`src/rtl/cdpa_pkg.sv`:
```
// shared types, constants and the output scaling function of the complex mac block
package cdpa_pkg;

  localparam int unsigned SampleWidth       = 16;
  localparam int unsigned AccWidth          = 32;
  localparam int unsigned ShiftWidth        = 5;
  localparam int unsigned QueueDepthDefault = 4;

  typedef logic signed [SampleWidth-1:0] sample_t;
  typedef logic signed [AccWidth-1:0]    acc_t;
  typedef logic [ShiftWidth-1:0]         shift_t;

  // one classified item: per-item real and imaginary partial sums plus the last flag
  typedef struct packed {
    acc_t re;
    acc_t im;
    logic last;
  } prod_t;

  // write side of the queue
  typedef struct packed {
    logic  push;
    prod_t data;
  } q_wr_t;

  // read side of the queue
  typedef struct packed {
    logic  valid;
    prod_t data;
  } q_rd_t;

  localparam acc_t SatMax = acc_t'(32767);
  localparam acc_t SatMin = -acc_t'(32768);

  // arithmetic right shift, then saturate to int16
  function automatic sample_t shift_sat16(input acc_t acc, input shift_t sh);
    acc_t r;
    r = acc >>> sh;
    if (r > SatMax) begin
      return sample_t'(SatMax);
    end else if (r < SatMin) begin
      return sample_t'(SatMin);
    end
    return r[SampleWidth-1:0];
  endfunction

endpackage

```
`src/rtl/cdpa_if.sv`:
```
// valid/ready channel interfaces for sample pairs and results
interface cdpa_in_if;
  logic              valid;
  logic              ready;
  cdpa_pkg::sample_t x_real;
  cdpa_pkg::sample_t x_imag;
  cdpa_pkg::sample_t y_real;
  cdpa_pkg::sample_t y_imag;
  logic              last_element;

  modport source (output valid, output x_real, output x_imag, output y_real,
                  output y_imag, output last_element, input ready);
  modport sink (input valid, input x_real, input x_imag, input y_real,
                input y_imag, input last_element, output ready);
endinterface

interface cdpa_out_if;
  logic              valid;
  logic              ready;
  cdpa_pkg::sample_t sum_real;
  cdpa_pkg::sample_t sum_imag;

  modport source (output valid, output sum_real, output sum_imag, input ready);
  modport sink (input valid, input sum_real, input sum_imag, output ready);
endinterface

```
`src/rtl/cdpa_front.sv`:
```
// front end: accepts sample pairs, registers the four products, pushes partial sums
module cdpa_front (
  input  logic              clk_i,
  input  logic              rst_ni,
  cdpa_in_if.sink           in_i,
  input  logic              q_full_i,
  output cdpa_pkg::q_wr_t   q_wr_o
);

  logic              p_valid_q, p_valid_d;
  cdpa_pkg::acc_t    rr_q, in_q, ri_q, ir_q;
  logic              last_q;
  cdpa_pkg::sample_t y_neg;
  logic              accept;
  logic              advance;

  assign advance   = p_valid_q && !q_full_i;
  assign in_i.ready = !p_valid_q || !q_full_i;
  assign accept    = in_i.valid && in_i.ready;

  // 16-bit negation wraps, so the most negative value stays as it is
  assign y_neg = ~in_i.y_imag + cdpa_pkg::sample_t'(1);

  always_comb begin
    p_valid_d = p_valid_q;
    if (accept) begin
      p_valid_d = 1'b1;
    end else if (advance) begin
      p_valid_d = 1'b0;
    end
  end

  always_ff @(posedge clk_i or negedge rst_ni) begin
    if (!rst_ni) begin
      p_valid_q <= 1'b0;
    end else begin
      p_valid_q <= p_valid_d;
    end
  end

  always_ff @(posedge clk_i) begin
    if (accept) begin
      rr_q   <= cdpa_pkg::acc_t'(in_i.x_real) * cdpa_pkg::acc_t'(in_i.y_real);
      in_q   <= cdpa_pkg::acc_t'(in_i.x_imag) * cdpa_pkg::acc_t'(y_neg);
      ri_q   <= cdpa_pkg::acc_t'(in_i.x_real) * cdpa_pkg::acc_t'(in_i.y_imag);
      ir_q   <= cdpa_pkg::acc_t'(in_i.x_imag) * cdpa_pkg::acc_t'(in_i.y_real);
      last_q <= in_i.last_element;
    end
  end

  always_comb begin
    q_wr_o.push      = p_valid_q;
    q_wr_o.data.re   = rr_q + in_q;
    q_wr_o.data.im   = ri_q + ir_q;
    q_wr_o.data.last = last_q;
  end

endmodule

```
`src/rtl/cdpa_queue.sv`:
```
// short fifo between front and back ends
module cdpa_queue #(
  parameter int unsigned Depth = cdpa_pkg::QueueDepthDefault
) (
  input  logic            clk_i,
  input  logic            rst_ni,
  input  cdpa_pkg::q_wr_t q_wr_i,
  output logic            full_o,
  input  logic            pop_i,
  output cdpa_pkg::q_rd_t q_rd_o
);

  localparam int unsigned AW = (Depth > 1) ? $clog2(Depth) : 1;
  localparam int unsigned CW = $clog2(Depth + 1);

  cdpa_pkg::prod_t mem_q [Depth];
  logic [AW-1:0]   wr_ptr_q, wr_ptr_d, rd_ptr_q, rd_ptr_d;
  logic [CW-1:0]   cnt_q, cnt_d;
  logic            push_ok, pop_ok;

  assign full_o        = (cnt_q == CW'(Depth));
  assign q_rd_o.valid  = (cnt_q != '0);
  assign q_rd_o.data   = mem_q[rd_ptr_q];
  assign push_ok       = q_wr_i.push && !full_o;
  assign pop_ok        = pop_i && q_rd_o.valid;

  always_comb begin
    wr_ptr_d = wr_ptr_q;
    rd_ptr_d = rd_ptr_q;
    cnt_d    = cnt_q;
    if (push_ok) begin
      wr_ptr_d = (wr_ptr_q == AW'(Depth - 1)) ? '0 : wr_ptr_q + AW'(1);
    end
    if (pop_ok) begin
      rd_ptr_d = (rd_ptr_q == AW'(Depth - 1)) ? '0 : rd_ptr_q + AW'(1);
    end
    case ({push_ok, pop_ok})
      2'b10:   cnt_d = cnt_q + CW'(1);
      2'b01:   cnt_d = cnt_q - CW'(1);
      default: cnt_d = cnt_q;
    endcase
  end

  always_ff @(posedge clk_i or negedge rst_ni) begin
    if (!rst_ni) begin
      wr_ptr_q <= '0;
      rd_ptr_q <= '0;
      cnt_q    <= '0;
    end else begin
      wr_ptr_q <= wr_ptr_d;
      rd_ptr_q <= rd_ptr_d;
      cnt_q    <= cnt_d;
    end
  end

  always_ff @(posedge clk_i) begin
    if (push_ok) begin
      mem_q[wr_ptr_q] <= q_wr_i.data;
    end
  end

endmodule

```
`src/rtl/cdpa_back.sv`:
```
// back end: accumulates partial sums, scales and saturates on the last item
module cdpa_back (
  input  logic              clk_i,
  input  logic              rst_ni,
  input  cdpa_pkg::q_rd_t   q_rd_i,
  output logic              pop_o,
  input  cdpa_pkg::shift_t  shift_i,
  cdpa_out_if.source        out_o
);

  cdpa_pkg::acc_t    acc_re_q, acc_re_d, acc_im_q, acc_im_d;
  cdpa_pkg::acc_t    sum_re, sum_im;
  cdpa_pkg::acc_t    fin_re_q, fin_im_q;
  logic              fin_valid_q, fin_valid_d;
  logic              out_valid_q, out_valid_d;
  cdpa_pkg::sample_t out_re_q, out_im_q;
  logic              fin_move, fin_free, fin_load;

  assign fin_move = fin_valid_q && (!out_valid_q || out_o.ready);
  assign fin_free = !fin_valid_q || fin_move;
  // a last item waits until the result slot can take it
  assign pop_o    = q_rd_i.valid && (!q_rd_i.data.last || fin_free);
  assign fin_load = pop_o && q_rd_i.data.last;

  assign sum_re = acc_re_q + q_rd_i.data.re;
  assign sum_im = acc_im_q + q_rd_i.data.im;

  always_comb begin
    acc_re_d    = acc_re_q;
    acc_im_d    = acc_im_q;
    fin_valid_d = fin_valid_q;
    out_valid_d = out_valid_q;
    if (pop_o) begin
      acc_re_d = q_rd_i.data.last ? '0 : sum_re;
      acc_im_d = q_rd_i.data.last ? '0 : sum_im;
    end
    if (fin_load) begin
      fin_valid_d = 1'b1;
    end else if (fin_move) begin
      fin_valid_d = 1'b0;
    end
    if (fin_move) begin
      out_valid_d = 1'b1;
    end else if (out_o.ready) begin
      out_valid_d = 1'b0;
    end
  end

  always_ff @(posedge clk_i or negedge rst_ni) begin
    if (!rst_ni) begin
      acc_re_q    <= '0;
      acc_im_q    <= '0;
      fin_valid_q <= 1'b0;
      out_valid_q <= 1'b0;
    end else begin
      acc_re_q    <= acc_re_d;
      acc_im_q    <= acc_im_d;
      fin_valid_q <= fin_valid_d;
      out_valid_q <= out_valid_d;
    end
  end

  always_ff @(posedge clk_i) begin
    if (fin_load) begin
      fin_re_q <= sum_re;
      fin_im_q <= sum_im;
    end
    if (fin_move) begin
      out_re_q <= cdpa_pkg::shift_sat16(fin_re_q, shift_i);
      out_im_q <= cdpa_pkg::shift_sat16(fin_im_q, shift_i);
    end
  end

  assign out_o.valid    = out_valid_q;
  assign out_o.sum_real = out_re_q;
  assign out_o.sum_imag = out_im_q;

endmodule

```
`src/rtl/complex_dot_product_accumulator_top.sv`:
```
// Complex dot product accumulator, int16 samples with 32-bit wrapping sums.
// in_i carries one sample pair per item (x_real, x_imag, y_real, y_imag,
// last_element) on valid/ready; out_o carries one result (sum_real,
// sum_imag) per vector, i.e. per item with last_element set.
// Each item adds x*y (non-conjugate) into the real and imaginary sums.
// On the last item the sums are shifted right arithmetically by
// result_shift, saturated to int16, sent out, and cleared.
// result_shift is written through cfg_we_i / cfg_wdata_i; the user must
// write it only while idle, the block does not enforce this. Throughput:
// one item per cycle unless out_o stalls, set by the front multiplier
// stage and the back-end accumulate. A result passes the product registers,
// the queue, the result slot and the output register before showing valid.
// A queue of QueueDepth entries sits between the front and back ends; when
// out_o stalls, one result waits in the output register, one more in the
// result slot, and further items fill the queue before in_i.ready drops.
// Reset clears sums, queue and valids and sets result_shift to 0.
module complex_dot_product_accumulator_top #(
  parameter int unsigned QueueDepth = cdpa_pkg::QueueDepthDefault
) (
  input  logic             clk_i,
  input  logic             rst_ni,
  input  logic             cfg_we_i,
  input  cdpa_pkg::shift_t cfg_wdata_i,
  cdpa_in_if.sink          in_i,
  cdpa_out_if.source       out_o
);

  cdpa_pkg::shift_t shift_q, shift_d;
  cdpa_pkg::q_wr_t  q_wr;
  cdpa_pkg::q_rd_t  q_rd;
  logic             q_full;
  logic             q_pop;

  assign shift_d = cfg_we_i ? cfg_wdata_i : shift_q;

  always_ff @(posedge clk_i or negedge rst_ni) begin
    if (!rst_ni) begin
      shift_q <= '0;
    end else begin
      shift_q <= shift_d;
    end
  end

  cdpa_front u_front (
    .clk_i    (clk_i),
    .rst_ni   (rst_ni),
    .in_i     (in_i),
    .q_full_i (q_full),
    .q_wr_o   (q_wr)
  );

  cdpa_queue #(
    .Depth (QueueDepth)
  ) u_queue (
    .clk_i  (clk_i),
    .rst_ni (rst_ni),
    .q_wr_i (q_wr),
    .full_o (q_full),
    .pop_i  (q_pop),
    .q_rd_o (q_rd)
  );

  cdpa_back u_back (
    .clk_i   (clk_i),
    .rst_ni  (rst_ni),
    .q_rd_i  (q_rd),
    .pop_o   (q_pop),
    .shift_i (shift_q),
    .out_o   (out_o)
  );

endmodule

```
`src/flat_wrapper.sv`:
```
// flat-port wrapper written by rule: the top's interface ports become plain ports
module complex_dot_product_accumulator_top_flat 
#(
  parameter int unsigned QueueDepth = cdpa_pkg::QueueDepthDefault
)
  (clk_i, rst_ni, cfg_we_i, cfg_wdata_i, in_i_valid, in_i_x_real, in_i_x_imag, in_i_y_real, in_i_y_imag, in_i_last_element, in_i_ready, out_o_valid, out_o_sum_real, out_o_sum_imag, out_o_ready);
  cdpa_in_if in_i_i ();
  cdpa_out_if out_o_i ();
  input  logic clk_i;
  input  logic rst_ni;
  input  logic cfg_we_i;
  input  cdpa_pkg::shift_t cfg_wdata_i;
  input wire logic [$bits(in_i_i.valid)-1:0] in_i_valid;
  input wire logic [$bits(in_i_i.x_real)-1:0] in_i_x_real;
  input wire logic [$bits(in_i_i.x_imag)-1:0] in_i_x_imag;
  input wire logic [$bits(in_i_i.y_real)-1:0] in_i_y_real;
  input wire logic [$bits(in_i_i.y_imag)-1:0] in_i_y_imag;
  input wire logic [$bits(in_i_i.last_element)-1:0] in_i_last_element;
  output wire logic [$bits(in_i_i.ready)-1:0] in_i_ready;
  output wire logic [$bits(out_o_i.valid)-1:0] out_o_valid;
  output wire logic [$bits(out_o_i.sum_real)-1:0] out_o_sum_real;
  output wire logic [$bits(out_o_i.sum_imag)-1:0] out_o_sum_imag;
  input wire logic [$bits(out_o_i.ready)-1:0] out_o_ready;
  assign in_i_i.valid = in_i_valid;
  assign in_i_i.x_real = in_i_x_real;
  assign in_i_i.x_imag = in_i_x_imag;
  assign in_i_i.y_real = in_i_y_real;
  assign in_i_i.y_imag = in_i_y_imag;
  assign in_i_i.last_element = in_i_last_element;
  assign in_i_ready = in_i_i.ready;
  assign out_o_valid = out_o_i.valid;
  assign out_o_sum_real = out_o_i.sum_real;
  assign out_o_sum_imag = out_o_i.sum_imag;
  assign out_o_i.ready = out_o_ready;
  complex_dot_product_accumulator_top #(.QueueDepth(QueueDepth)) u_core (.clk_i(clk_i), .rst_ni(rst_ni), .cfg_we_i(cfg_we_i), .cfg_wdata_i(cfg_wdata_i), .in_i(in_i_i), .out_o(out_o_i));
endmodule
```
`config.mk`:
```
export PLATFORM = sky130hd
export DESIGN_NAME = complex_dot_product_accumulator_top_flat
export DESIGN_NICKNAME = d
export VERILOG_FILES = /design/src/rtl/cdpa_pkg.sv /design/src/rtl/cdpa_if.sv /design/src/rtl/cdpa_front.sv /design/src/rtl/cdpa_queue.sv /design/src/rtl/cdpa_back.sv /design/src/rtl/complex_dot_product_accumulator_top.sv /design/src/flat_wrapper.sv
export SDC_FILE = /design/constraint.sdc
export NUM_CORES = 2
export LEC_CHECK = 0
export BUFFER_PORTS_ARGS = -buffer_cell sky130_fd_sc_hd__buf_2
export CAP_MARGIN = 30
export CORE_MARGIN = 5
export CORE_UTILIZATION = 45
export DETAILED_ROUTE_END_ITERATION = 16
export MAX_ROUTING_LAYER = met4
export PLACE_DENSITY = 0.62
export SLEW_MARGIN = 20
export SYNTH_ARGS = -nofsm -noshare
export SYNTH_HDL_FRONTEND = slang
export SYNTH_SLANG_ARGS = --single-unit
```
`constraint.sdc`:
```
create_clock -name clk_i -period 8.6 [get_ports clk_i]
set_input_delay 0.86 -clock clk_i [delete_from_list [all_inputs] [get_ports clk_i]]
set_output_delay 0.86 -clock clk_i [all_outputs]
set_load 0.01 [all_outputs]
```
==> qor.csv <==
stage,metric,value,unit
worst_setup_path,Worst path slowest cell,fa_1,
final_layout,nets,8135,
global_route,total gr overflow,0,
synthesis,number of flops mapped to enable cells by yosys,485,
drt,vias post-DR,45930,
drt,DRT Pass-1 Iters,5,
worst_setup_path,Crit path top cell by count,fa_1,
synthesis,Mapped Nets,8082,
worst_setup_path,CP max FO,5,
clock_network,clk buf depth,3,
floorplan,Die H,397.9,µm
sta,"Hold Vio Cnt, Final",0,
hold_path,hold crit path type,input pin to async pin,
sta,minimum period implied by the final worst setup slack,7888,ps
drt,DRT iter0 DRCs,2886,
global_route,largest net degree at the start of global routing,78,
floorplan,die area,158300,µm²
worst_setup_path,critical path endpoint category,register,
drt,WL per Instance,19.43,µm
global_route,vias in the first global route,49060,
worst_setup_path,Startpoint Class,input pin,
synthesis,prevailing post-synth register cell,edfxtp_1,
synthesis,top cell type's share of synthesized area,31.13,%
global_route,M3 GR Usage,2.838,%
floorplan,Top Ports,109,
drt,Routed Wire Length,167600,µm
sta,Setup TNS,0,ps
synthesis,"Async S/R FF share, synth",14.01,%
synthesis,YS warnings,0,
place,# port buffers,108,
floorplan,Placement Rows,142,
place,RD Place Congestion,0.9038,
clock_network,CTS tree,yes,
worst_setup_path,CP required,9010,ps
drt,DR vias/cell,5.323,
clock_network,Worst-path clk slew,70,ps
global_route,met2 global-route usage,37.00,%
sta,fmax,126.8,MHz
clock_network,Setup Buffers After CTS,0,
final_layout,filler cell count,13670,
global_route,GR Util met1,29.35,%
synthesis,Mapped Cells,6495,
clock_network,CTS buffer count,66,
place,Final HPWL DP,132500,µm
floorplan,Die W,397.9,µm
floorplan,effective utilization at floorplan,45.21,%
clock_network,Resize count post-CTS,0,
synthesis,Netlist cell types,85,
floorplan,core area,149800,µm²
worst_setup_path,Top delay family on crit path,adder cells,
sta,clk_skew,38.30,ps
sta,Final Max Slew Viols,0,
synthesis,"Seq/Total Area, Yosys",24.43,%
worst_setup_path,CP peak stage delay,520,ps
synthesis,Seq cells post-synth,564,
clock_network,htree depth,3,
sta,Final setup viols,0,
sta,final worst-path cycle share,91.72,%
worst_setup_path,buffer and inverter count on the worst path,8,
global_route,GR peak layer,met2,
clock_network,Clock Sinks,564,
clock_network,root buf cell,clkbuf_16,
sta,worst hold margin,80.44,ps
sta,RSZ-0062 raised after global routing,no,
drt,drt drc,0,
global_route,initial antenna violation count,16,
outcome,status,completed,
sta,Slew headroom,36.13,%
worst_setup_path,crit path DAT,8300,ps
synthesis,Synth Area per Inst,10.43,µm²
clock_network,Clock Latency Late Sink,660,ps
synthesis,largest area contributor in the netlist,fa_1,
synthesis,top post-synthesis cells by area,"fa_1 (31%), edfxtp_1 (22%), ha_1 (8.5%), inv_1 (6.8%), nand2_1 (4.2%)",
final_layout,layout cell share with drive strength beyond 1,7.851,%
synthesis,Mapped Area,67720,µm²
worst_setup_path,CP Class,input pin to register,
global_route,GRT Util Overall,22.59,%
global_route,first-pass GRT wire length,272800,µm
flow_run,MaxCap Viol Count,0,
drt,Detail Route Antenna Nets,0,
sta,slew of the pin with the lowest slew margin,958.1,ps
clock_network,hold_buf cts,0,
final_layout,Area growth syn-to-layout,7.956,%
==> layer usage <==
metal | vias up | routed length, µm
li1 | 20910 | -
met1 | 23560 | 70920
met2 | 1222 | 81060
met3 | 236 | 8904
met4 | 0 | 6749
met5 | - | 0
==> area by class of cell <==
type / instances / area (µm²) / area share (%)
flip-flops and latches: 564 / 16550 / 22.64
multi-input cells: 4423 / 45490 / 62.22
well taps: 2016 / 2522 / 3.450
clock inverters: 43 / 404.1 / 0.5528
clock buffers: 75 / 1695 / 2.319
inverters: 1231 / 4621 / 6.320
diodes: 14 / 35.03 / 0.04792
repair buffers: 262 / 1792 / 2.451
==> synth_stat cells, types with 6 or more instances <==
cell          n
nor2_1      208
and2_1      401
nand4_1      20
ha_1        459
inv_1      1231
a2111oi_0     8
edfxtp_1    485
nand2b_1     70
o21bai_1     38
a22o_1       62
or2_2        10
o21a_1       43
xnor2_1     196
o21ai_0     167
and3_1       31
xor2_1       71
a31oi_1      18
nor2b_1      40
mux2_2       15
a311oi_1      9
a21oi_1     223
nand2_1     763
buf_2         9
clkbuf_1    238
mux2i_1      53
buf_1        21
a21o_1      106
fa_1       1053
nor3_1       39
dfrtp_1      79
mux4_2      101
or3_1         9
o211ai_1     14
a211o_1       9
a211oi_1     46
nor4_1       11
buf_4         6
nand3_1      32
==> cell usage in the layout, fill, tap and decap left out, types with 11 or more instances in the layout <==
master / n
diode_2: 14
a21o_1: 106
nor2_1: 207
mux2i_1: 53
nand4_1: 20
clkbuf_16: 66
a31oi_1: 18
o21a_1: 43
and3_1: 27
clkinv_1: 13
a22o_1: 62
a21oi_1: 223
ha_1: 459
nor2b_1: 39
nand3_1: 32
buf_4: 147
fa_1: 1053
nand2b_1: 70
nor4_1: 11
xnor2_1: 196
nand2_1: 763
nor3_1: 39
o21bai_1: 38
mux2_2: 15
edfxtp_1: 485
buf_2: 107
mux4_2: 101
inv_1: 1231
dfrtp_1: 75
xor2_1: 71
o21ai_0: 167
and2_1: 399
o211ai_1: 14
a211oi_1: 46
==> worst paths after layout <==
| check | startpoint | endpoint | slack, ps | cells after the start |
|---|---|---|---|---|
| min reg2reg | u_core.u_back.acc_im_q[2] | u_core.u_back.acc_im_q[2] | 510 | 1 |
| max in group asynchronous | rst_ni | u_core.shift_q[1] | 7620 | 3 |
| min | rst_ni | u_core.u_back.acc_im_q[8] | 80 | 1 |
| max | in_i_y_imag[2] | u_core.u_front.in_q[30] | 710 | 32 |
| min in group clk_i | in_i_last_element | u_core.u_front.last_q | 380 | 1 |
| max reg2reg | u_core.u_queue.rd_ptr_q[0] | u_core.u_back.acc_re_q[31] | 3460 | 13 |
==> state kept, by name, summed over array words and instances, names as in the netlist, 2 cells and up <==
signal / count
u_core.u_back.out_o.sum_real: 16
u_core.u_front.rr_q: 32
u_core.shift_q: 5
u_core.u_queue.rd_ptr_q: 2
u_core.u_back.acc_re_q: 32
u_core.u_queue.mem_q: 260
u_core.u_back.fin_im_q: 32
u_core.u_back.out_o.sum_imag: 16
u_core.u_back.fin_re_q: 32
u_core.u_front.ir_q: 32
u_core.u_front.in_q: 32
u_core.u_queue.wr_ptr_q: 2
u_core.u_front.ri_q: 32
u_core.u_back.acc_im_q: 32
u_core.u_queue.cnt_q: 3
==> metrics by stage <==
step	utilization [%]	instance area [µm²]	worst slack, ps	std cells
4_1_cts	48.75	73020	761.2	8611
2_1_floorplan	-	67720	556.1	6495
5_1_grt	48.81	73110	175.8	8628
6_report	48.81	73110	711.8	8628
3_3_place_gp	47.34	70900	81.88	8492
3_5_place_dp	47.35	70920	20.51	8493
==> kinds of logic after synthesis <==
logic type               after synthesis  share of synthesized area, %
AO/OA/AOI/OAI                        818                         8.004
XOR/XNOR                             268                         3.477
adder cells (fa/ha/maj)             1512                         39.61
buffers and inverters               1508                         8.442
flip-flops                           564                         24.43
multiplexers                         169                         4.392
AND/OR/NAND/NOR                     1656                         11.65
Power is not shown: default switching activity piles up to over one toggle a cycle in this logic, so the estimate is an artifact.
